[src/rtl/drs_pkg.sv]
`timescale 1ns / 1ps
// Shared constants, codes and types of the disk request scheduler.
package drs_pkg;

   localparam int QUEUE_DEPTH = 32;
   localparam int SLOT_BITS   = $clog2(QUEUE_DEPTH);
   localparam int CYL_BITS    = 19;
   localparam int TAG_BITS    = 16;
   localparam int AGE_BITS    = 16;
   localparam int DIST_BITS   = CYL_BITS + 1;

   localparam logic [CYL_BITS-1:0] LAST_CYL_RESET = CYL_BITS'(499999);

   // Configuration register indexes
   localparam logic CSR_MODE = 1'b0;
   localparam logic CSR_LAST = 1'b1;

   typedef enum logic [1:0] {
      MODE_FCFS  = 2'd0,
      MODE_SSTF  = 2'd1,
      MODE_CLOOK = 2'd2,
      MODE_SCAN  = 2'd3
   } mode_type;

   typedef enum logic [1:0] {
      STAT_ENQUEUED   = 2'd0,
      STAT_DISPATCHED = 2'd1,
      STAT_FULL       = 2'd2,
      STAT_EMPTY      = 2'd3
   } status_type;

   // Selection rules tracked side by side during a dispatch sweep
   typedef enum logic [2:0] {
      PICK_OLDEST  = 3'd0,
      PICK_NEAREST = 3'd1,
      PICK_UP      = 3'd2,
      PICK_DOWN    = 3'd3,
      PICK_LOWEST  = 3'd4
   } pick_type;

   localparam int PICK_COUNT = 5;

   typedef struct packed {
      logic [CYL_BITS-1:0] cyl;
      logic [TAG_BITS-1:0] tag;
      logic [AGE_BITS-1:0] age;
   } slot_type;

   typedef struct packed {
      logic                 found;
      logic [SLOT_BITS-1:0] idx;
      logic [CYL_BITS-1:0]  key;
      logic [CYL_BITS-1:0]  cyl;
      logic [TAG_BITS-1:0]  tag;
      logic [AGE_BITS-1:0]  age;
   } best_type;

endpackage

[src/rtl/disk_request_scheduler_core.sv]
`timescale 1ns / 1ps
// Disk request scheduler: slot memory, dispatch sweep and result register.
// Enqueue, full and empty: result registered in the cycle after the input beat.
// Dispatch: one slot memory read per cycle over the whole table in ST_SCAN, then
// ST_LAST folds the last read and ST_DECIDE decides. One item at a time; the
// next input beat is taken once the sweep is done and the last result is taken.
// Synchronous reset clears the valid bits, stamp, head and direction and loads
// the default configuration at once; the slot memory needs no clearing pass.
module disk_request_scheduler_core (
   input  logic                          clock,
   input  logic                          reset,
   input  logic                          req_valid,
   output logic                          req_ready,
   input  logic                          req_action,
   input  logic [drs_pkg::CYL_BITS-1:0]  req_request_cylinder,
   input  logic [drs_pkg::TAG_BITS-1:0]  req_request_tag,
   output logic                          rsp_valid,
   input  logic                          rsp_ready,
   output logic [1:0]                    rsp_status,
   output logic [drs_pkg::TAG_BITS-1:0]  rsp_chosen_tag,
   output logic [drs_pkg::CYL_BITS-1:0]  rsp_chosen_cylinder,
   output logic [drs_pkg::DIST_BITS-1:0] rsp_travel_distance,
   input  logic                          csr_valid,
   output logic                          csr_ready,
   input  logic                          csr_index,
   input  logic [drs_pkg::CYL_BITS-1:0]  csr_data
);

   typedef enum logic [1:0] {
      ST_IDLE,
      ST_SCAN,
      ST_LAST,
      ST_DECIDE
   } state_type;

   state_type                      state_ff;
   logic [drs_pkg::QUEUE_DEPTH-1:0] valid_ff;
   logic [drs_pkg::AGE_BITS-1:0]   stamp_ff;
   logic [drs_pkg::CYL_BITS-1:0]   head_ff;
   logic                           sweep_down_ff;
   logic                           has_disp_ff;
   drs_pkg::mode_type              mode_ff;
   logic [drs_pkg::CYL_BITS-1:0]   last_cyl_ff;
   logic [drs_pkg::SLOT_BITS-1:0]  scan_cnt_ff;
   logic                           rd_pend_ff;
   logic [drs_pkg::SLOT_BITS-1:0]  rd_idx_ff;
   drs_pkg::slot_type              rd_data_ff;
   drs_pkg::best_type              trk_ff [drs_pkg::PICK_COUNT];
   drs_pkg::best_type              trk_in [drs_pkg::PICK_COUNT];

   logic                           rsp_valid_ff;
   drs_pkg::status_type            rsp_status_ff;
   logic [drs_pkg::TAG_BITS-1:0]   rsp_tag_ff;
   logic [drs_pkg::CYL_BITS-1:0]   rsp_cyl_ff;
   logic [drs_pkg::DIST_BITS-1:0]  rsp_dist_ff;

   drs_pkg::slot_type              slot_mem [drs_pkg::QUEUE_DEPTH];

   logic                           req_fire;
   logic                           enq_fire;
   logic                           disp_start;
   logic                           rsp_load;
   logic                           q_full;
   logic                           q_empty;
   logic [drs_pkg::SLOT_BITS-1:0]  free_idx;

   // Decision signals
   drs_pkg::pick_type              sel_pick;
   logic                           rev;
   logic                           new_down;
   drs_pkg::best_type              sel_best;
   logic [drs_pkg::DIST_BITS-1:0]  dist_in;
   logic [drs_pkg::CYL_BITS-1:0]   leg_head;
   logic [drs_pkg::CYL_BITS-1:0]   leg_cyl;

   assign req_ready  = (state_ff == ST_IDLE) && (!rsp_valid_ff || rsp_ready);
   assign req_fire   = req_valid && req_ready;
   assign q_full     = &valid_ff;
   assign q_empty    = ~|valid_ff;
   assign enq_fire   = req_fire && !req_action && !q_full;
   assign disp_start = req_fire && req_action && !q_empty;
   assign rsp_load   = (req_fire && !disp_start) || (state_ff == ST_DECIDE);
   assign csr_ready  = 1'b1;

   assign rsp_valid           = rsp_valid_ff;
   assign rsp_status          = rsp_status_ff;
   assign rsp_chosen_tag      = rsp_tag_ff;
   assign rsp_chosen_cylinder = rsp_cyl_ff;
   assign rsp_travel_distance = rsp_dist_ff;

   // Lowest free slot
   always_comb begin
      free_idx = '0;
      for (int i = drs_pkg::QUEUE_DEPTH - 1; i >= 0; i--) begin
         if (!valid_ff[i]) begin
            free_idx = drs_pkg::SLOT_BITS'(i);
         end
      end
   end

   // Fold the entry read last cycle into every tracked pick
   always_comb begin
      logic                          v;
      logic [drs_pkg::AGE_BITS-1:0]  rel;
      logic [drs_pkg::CYL_BITS-1:0]  dif;
      logic                          qual;
      logic [drs_pkg::CYL_BITS-1:0]  key;
      v   = valid_ff[rd_idx_ff];
      rel = stamp_ff - rd_data_ff.age;
      dif = (rd_data_ff.cyl > head_ff) ? rd_data_ff.cyl - head_ff
                                       : head_ff - rd_data_ff.cyl;
      for (int k = 0; k < drs_pkg::PICK_COUNT; k++) begin
         case (drs_pkg::pick_type'(k))
            drs_pkg::PICK_OLDEST: begin
               qual = v;
               key  = '0;
            end
            drs_pkg::PICK_NEAREST: begin
               qual = v;
               key  = dif;
            end
            drs_pkg::PICK_UP: begin
               qual = v && (rd_data_ff.cyl >= head_ff);
               key  = rd_data_ff.cyl;
            end
            drs_pkg::PICK_DOWN: begin
               qual = v && (rd_data_ff.cyl <= head_ff);
               key  = ~rd_data_ff.cyl;
            end
            default: begin
               qual = v;
               key  = rd_data_ff.cyl;
            end
         endcase
         trk_in[k] = trk_ff[k];
         // drop every pick as a sweep begins
         if (disp_start) begin
            trk_in[k].found = 1'b0;
         end
         if (rd_pend_ff && qual &&
             (!trk_ff[k].found || key < trk_ff[k].key ||
              (key == trk_ff[k].key && rel > trk_ff[k].age))) begin
            trk_in[k].found = 1'b1;
            trk_in[k].idx   = rd_idx_ff;
            trk_in[k].key   = key;
            trk_in[k].cyl   = rd_data_ff.cyl;
            trk_in[k].tag   = rd_data_ff.tag;
            trk_in[k].age   = rel;
         end
      end
   end

   // Choose among the tracked picks
   always_comb begin
      drs_pkg::pick_type fwd;
      drs_pkg::pick_type other;
      sel_pick = drs_pkg::PICK_OLDEST;
      rev      = 1'b0;
      new_down = sweep_down_ff;
      fwd      = sweep_down_ff ? drs_pkg::PICK_DOWN : drs_pkg::PICK_UP;
      other    = sweep_down_ff ? drs_pkg::PICK_UP : drs_pkg::PICK_DOWN;
      if (has_disp_ff) begin
         case (mode_ff)
            drs_pkg::MODE_SSTF: begin
               sel_pick = drs_pkg::PICK_NEAREST;
            end
            drs_pkg::MODE_CLOOK: begin
               sel_pick = trk_ff[drs_pkg::PICK_UP].found ? drs_pkg::PICK_UP
                                                         : drs_pkg::PICK_LOWEST;
            end
            drs_pkg::MODE_SCAN: begin
               if (trk_ff[fwd].found) begin
                  sel_pick = fwd;
               end else begin
                  // nothing ahead: turn round
                  rev      = 1'b1;
                  new_down = !sweep_down_ff;
                  sel_pick = trk_ff[other].found ? other : drs_pkg::PICK_OLDEST;
               end
            end
            default: begin
               sel_pick = drs_pkg::PICK_OLDEST;
            end
         endcase
      end
      sel_best = trk_ff[sel_pick];
      leg_head = (head_ff <= last_cyl_ff) ? last_cyl_ff - head_ff : '0;
      leg_cyl  = (sel_best.cyl <= last_cyl_ff) ? last_cyl_ff - sel_best.cyl : '0;
      if (rev && new_down) begin
         dist_in = {1'b0, leg_head} + {1'b0, leg_cyl};
      end else if (rev) begin
         dist_in = {1'b0, head_ff} + {1'b0, sel_best.cyl};
      end else if (sel_best.cyl > head_ff) begin
         dist_in = {1'b0, sel_best.cyl - head_ff};
      end else begin
         dist_in = {1'b0, head_ff - sel_best.cyl};
      end
   end

   // Slot memory: write on enqueue, one registered read per cycle
   always_ff @(posedge clock) begin
      if (enq_fire) begin
         slot_mem[free_idx] <= '{cyl: req_request_cylinder, tag: req_request_tag,
                                 age: stamp_ff};
      end
      rd_data_ff <= slot_mem[scan_cnt_ff];
   end

   always_ff @(posedge clock) begin
      if (reset) begin
         state_ff      <= ST_IDLE;
         valid_ff      <= '0;
         stamp_ff      <= '0;
         head_ff       <= '0;
         sweep_down_ff <= 1'b0;
         has_disp_ff   <= 1'b0;
         mode_ff       <= drs_pkg::MODE_FCFS;
         last_cyl_ff   <= drs_pkg::LAST_CYL_RESET;
         scan_cnt_ff   <= '0;
         rd_pend_ff    <= 1'b0;
         rsp_valid_ff  <= 1'b0;
      end else begin
         if (csr_valid && csr_ready) begin
            if (csr_index == drs_pkg::CSR_MODE) begin
               mode_ff <= drs_pkg::mode_type'(csr_data[1:0]);
            end else begin
               last_cyl_ff <= csr_data;
            end
         end
         if (rsp_load) begin
            rsp_valid_ff <= 1'b1;
         end else if (rsp_valid_ff && rsp_ready) begin
            rsp_valid_ff <= 1'b0;
         end
         rd_pend_ff <= (state_ff == ST_SCAN);
         for (int k = 0; k < drs_pkg::PICK_COUNT; k++) begin
            trk_ff[k] <= trk_in[k];
         end
         case (state_ff)
            ST_IDLE: begin
               scan_cnt_ff <= '0;
               if (req_fire) begin
                  rsp_tag_ff  <= '0;
                  rsp_cyl_ff  <= '0;
                  rsp_dist_ff <= '0;
                  if (!req_action) begin
                     if (q_full) begin
                        rsp_status_ff <= drs_pkg::STAT_FULL;
                     end else begin
                        rsp_status_ff      <= drs_pkg::STAT_ENQUEUED;
                        valid_ff[free_idx] <= 1'b1;
                        stamp_ff           <= stamp_ff + 1'b1;
                     end
                  end else if (q_empty) begin
                     rsp_status_ff <= drs_pkg::STAT_EMPTY;
                  end else begin
                     state_ff <= ST_SCAN;
                  end
               end
            end
            ST_SCAN: begin
               rd_idx_ff   <= scan_cnt_ff;
               scan_cnt_ff <= scan_cnt_ff + 1'b1;
               if (scan_cnt_ff == drs_pkg::SLOT_BITS'(drs_pkg::QUEUE_DEPTH - 1)) begin
                  state_ff <= ST_LAST;
               end
            end
            ST_LAST: begin
               state_ff <= ST_DECIDE;
            end
            ST_DECIDE: begin
               rsp_status_ff          <= drs_pkg::STAT_DISPATCHED;
               rsp_tag_ff             <= sel_best.tag;
               rsp_cyl_ff             <= sel_best.cyl;
               rsp_dist_ff            <= dist_in;
               head_ff                <= sel_best.cyl;
               valid_ff[sel_best.idx] <= 1'b0;
               has_disp_ff            <= 1'b1;
               sweep_down_ff          <= new_down;
               state_ff               <= ST_IDLE;
            end
            default: begin
               state_ff <= ST_IDLE;
            end
         endcase
      end
   end

   a_enq_result: assert property (@(posedge clock) disable iff (reset)
      (req_fire && !req_action) |=> rsp_valid)
      else $error("enqueue beat gave no result");

   a_disp_frees_one: assert property (@(posedge clock) disable iff (reset)
      (state_ff == ST_DECIDE) |=>
         ($countones(valid_ff) + 1 == $countones($past(valid_ff))))
      else $error("dispatch did not free exactly one slot");

   a_stamp_step: assert property (@(posedge clock) disable iff (reset)
      enq_fire |=> (stamp_ff == drs_pkg::AGE_BITS'($past(stamp_ff) + 1'b1)))
      else $error("arrival stamp did not advance on enqueue");

   a_disp_after_decide: assert property (@(posedge clock) disable iff (reset)
      ($rose(rsp_valid_ff) && rsp_status_ff == drs_pkg::STAT_DISPATCHED)
         |-> $past(state_ff == ST_DECIDE))
      else $error("dispatched result outside decide step");

   a_busy_no_ready: assert property (@(posedge clock) disable iff (reset)
      (req_fire && req_action && !q_empty) |=> (state_ff == ST_SCAN && !rsp_valid_ff))
      else $error("dispatch did not start its sweep");

endmodule

[config.mk]
export PLATFORM = sky130hd
export DESIGN_NAME = disk_request_scheduler_core
export DESIGN_NICKNAME = d
export VERILOG_FILES = /design/src/rtl/drs_pkg.sv /design/src/rtl/disk_request_scheduler_core.sv
export SDC_FILE = /design/constraint.sdc
export NUM_CORES = 2
export LEC_CHECK = 0
export BUFFER_PORTS_ARGS = -buffer_cell sky130_fd_sc_hd__buf_2
export CAP_MARGIN = 0
export CORE_AREA = 2 2 407 409
export DETAILED_ROUTE_END_ITERATION = 12
export DIE_AREA = 0 0 409 411
export PLACE_DENSITY = 0.83
export SETUP_SLACK_MARGIN = 0.3
export SLEW_MARGIN = 10
export SYNTH_ARGS = -nofsm -noshare
export SYNTH_HDL_FRONTEND = slang
export SYNTH_SLANG_ARGS = --single-unit
[constraint.sdc]
create_clock -name clock -period 9.3 [get_ports clock]
set_clock_uncertainty 0.2 [all_clocks]
set_input_delay 0.93 -clock clock [delete_from_list [all_inputs] [get_ports clock]]
set_output_delay 0.93 -clock clock [all_outputs]
set_load 0.1 [all_outputs]
==> results_dict.tcl <==
set metrics [dict create \
    outcome "finished clean" \
    synth_area_um2 92700 \
    hp-class "in -> reg" \
    setup_viol 0 \
    n_fill_cell 10400 \
    p_per_area_nw_per_um2 211 \
    crit_path_start_kind "register" \
    cts_resized 0 \
    cts_max_level 4 \
    cts_buffers 202 \
    ir_drop_v 0.000201 \
    gp_congestion 0.983 \
    io_buffer_count 119 \
    arrival_ns 8.17 \
    clock-sinks 2167 \
    grt_pass1_wl_um 389000 \
    rsz0062_at_grt "no" \
    synth_cell_types 96 \
    syn_inst 5245 \
    multiInputGateArea_um2 27500 \
    relSlewSlack_pct 12.1 \
    hpwlAfterDp_um 148000 \
    drv_cap 0 \
    synth_async_sr_flop_share_pct 0 \
    avgSynthCellArea_um2 17.7 \
    syn_nets 5643 \
    r2r_start "trk_ff[2][75]" \
    nets 5859 \
    ctsHoldBuffers 0 \
    drv_slew 0 \
    ys_ff_latch 2167 \
    first_pass_iters 6 \
    cts_tree "done" \
    cts.path.max_buffers 3 \
    drc_errors 0 \
    vias_per_cell 6.88 \
    leakage_nw 35.1 \
    ios 121 \
    die_height_um 411 \
    grt_pass1_vias 53800 \
    wl_per_cell_um 34.8 \
    grt_max_degree 159 \
    worstPathMaxFanout 24 \
    wl_um 273000 \
    synth-seq-area-share_pct 68.5 \
    seq_area_um2 63600 \
    fin_crit_ns 7.83 \
    fmax_ghz 0.128 \
    num_vias 53900 \
    crit_required_ns 9.64 \
    setup_ws_ns 1.47 \
    start_util_pct 56.6 \
    postRouteAntennaNets 0 \
    rows 149 \
    crit_path_start "trk_ff[2][75]" \
    antenna_found_initial 16 \
    core-area_um2 164000 \
    synth_edf_count 2017 \
    dieWidth_um 409 \
    dieArea_um2 168000 \
    synthFlopType "edfxtp_1" \
    clk_pin_slew_worst_paths_ns 0.07 \
    root_buffer "clkbuf_16" \
    final_hold_viol_count 0 \
    clk_latency_ns 0.87 \
    tns_ns 0 \
    yosysWarnings 0 \
    drive_gt1_share_pct 22.2 \
    place_worst_setup_slack_ns 1.63 \
    grt_remaining_overflow 0 \
    hold_start "csr_data[18]" \
    drt_iter0_drc 8517 \
    fin_crit_sh_pct 84.2 \
    cts_setup_buffers 0 \
    worstSetupPathType "reg -> reg" \
    tightest_slew_ns 1.31 \
    syn2layout_area_growth_pct 11.4 \
    worst_setup_path_end_kind "register" \
    grtUsageTotal_pct 32.5 \
]
-- metal layers --
metal | global-route usage [%] | wire length, um | up-vias
li1 | - | - | 21300
met1 | 40.2 | 92000 | 27200
met2 | 54.2 | 136000 | 4371
met3 | 6.68 | 28700 | 953
met4 | 17.3 | 16300 | 16
met5 | 0 | 111 | -
-- cells in the final DEF (no fill, tap or decap), types with 14 or more instances in the layout --
cell type	n
buf_2	118
nand4_1	64
nand2_1	191
or3_1	14
o211ai_1	19
buf_4	101
edfxtp_1	2017
bufinv_16	27
clkbuf_16	206
nor2_1	229
ha_1	327
nand2b_1	26
and3_1	15
clkinv_2	37
mux4_2	560
inv_1	294
nor2_4	36
a31oi_1	24
a21o_1	78
o21ai_0	97
o21bai_1	21
nor2b_1	36
clkinv_1	38
nor3_1	54
xor2_1	48
dfxtp_1	136
a211oi_1	64
nand3_1	54
nor4_1	19
a21oi_1	199
o21a_1	50
clkbuf_1	33
mux2i_1	41
xnor2_1	56
mux2_2	59
-- cells in the mapped netlist (all sizes together) (7+ instances only) --
master,number,area (um2)
o21a,50,375
mux2,60,676
o22ai,10,62.6
clkbuf,135,508
o211ai,19,143
nor2b,37,239
nor3,57,285
or2,9,56.3
and3,16,100
nand2b,26,163
dfxtp,150,3000
fa,9,180
mux2i,41,410
nand4,65,413
a2111oi,7,68.8
nor2,266,1000
ha,328,4100
o31ai,15,131
nand3,54,270
edfxtp,2017,60600
nor4,20,131
a211oi,69,541
o21ai,106,546
a221oi,7,97.6
mux4,560,12600
xor2,48,420
a21o,78,586
nand3b,7,52.6
nand2,192,723
o21bai,21,158
a211o,8,70.1
a21boi,9,67.6
a31oi,24,150
and2,9,56.3
or3,16,105
buf,77,408
xnor2,56,490
a21oi,204,1040
inv,294,1100
-- stage by stage --
stage	total power, W	std cells	util (%)	area [um2]	hold slack (ns)
after CTS	0.0218	7825	63.0	103000	0.0328
after floorplan	0.0126	5245	-	92800	0.206
after detailed placement	0.0132	7446	58.8	96400	0.302
final	0.0218	7831	63.0	103000	0.112
after global routing	0.0223	7828	63.0	103000	0.105
after global placement	0.0131	7446	58.8	96400	0.284
-- final cells by class --
cell class	instances	area share [%]
diodes	6	0.0145
multi-input cells	2570	26.6
well taps	2189	2.65
clock buffers	248	5.23
repair buffers	225	1.42
inverters	295	1.07
clock inverters	131	1.46
flip-flops and latches	2167	61.6
-- final timing paths --
check / cells after the start / to / slack [ns]
worst max-delay path: 24 / rsp_travel_distance[19] / 1.47
worst min-delay path: 3 / last_cyl_ff[18] / 0.11
worst max register to register: 24 / rsp_travel_distance[19] / 1.47
worst min register to register: 0 / trk_ff[3][25] / 0.28
-- report_power, final --
part	total (W)	internal, W	leakage (nW)	switching (W)
registers	0.0109	0.0108	20.1	0.000153
logic	0.00212	0.000822	11.6	0.00130
clock network	0.00873	0.00491	3.35	0.00382
total	0.0218	0.0165	35.1	0.00527
-- cells by family after synthesis --
logic type	count (synthesis)	share of synthesized area [%]
buf+inv	508	2.19
compound gates	673	4.83
xor+xnor	104	0.982
mux	661	14.8
other cells	1	0.00404
simple gates	794	4.06
flops	2167	68.5
fa+ha+maj	337	4.62
-- critical path, cell delays in order, from the launching register on --
cell       delay (ns)
edfxtp_1         0.51
and2b_1          0.26
o21ai_0          0.16
and3_2           0.75
buf_4            0.42
mux4_2           0.54
mux2i_1          0.58
ha_1             0.40
o21ai_0          0.18
a21oi_1          0.09
a41o_1           0.31
o41ai_2          0.36
o31a_1           0.29
buf_4            0.23
nor2_1           0.07
ha_1             0.34
o21a_1           0.20
o21a_1           0.19
o211ai_1         0.19
o211ai_1         0.14
a31oi_1          0.25
o21ai_1          0.14
or4_1            0.43
a31oi_1          0.19
o2bb2ai_1        0.07
-- registers in the layout (all words and copies together), names as in the netlist, 16 cells and up --
name	count
last_cyl_ff	19
rsp_chosen_cylinder	19
rsp_chosen_tag	16
trk_ff	323
stamp_ff	16
rd_data_ff	51
slot_mem	1632
rsp_travel_distance	20
valid_ff	32
head_ff	19
(Power assumes the default switching activity.)
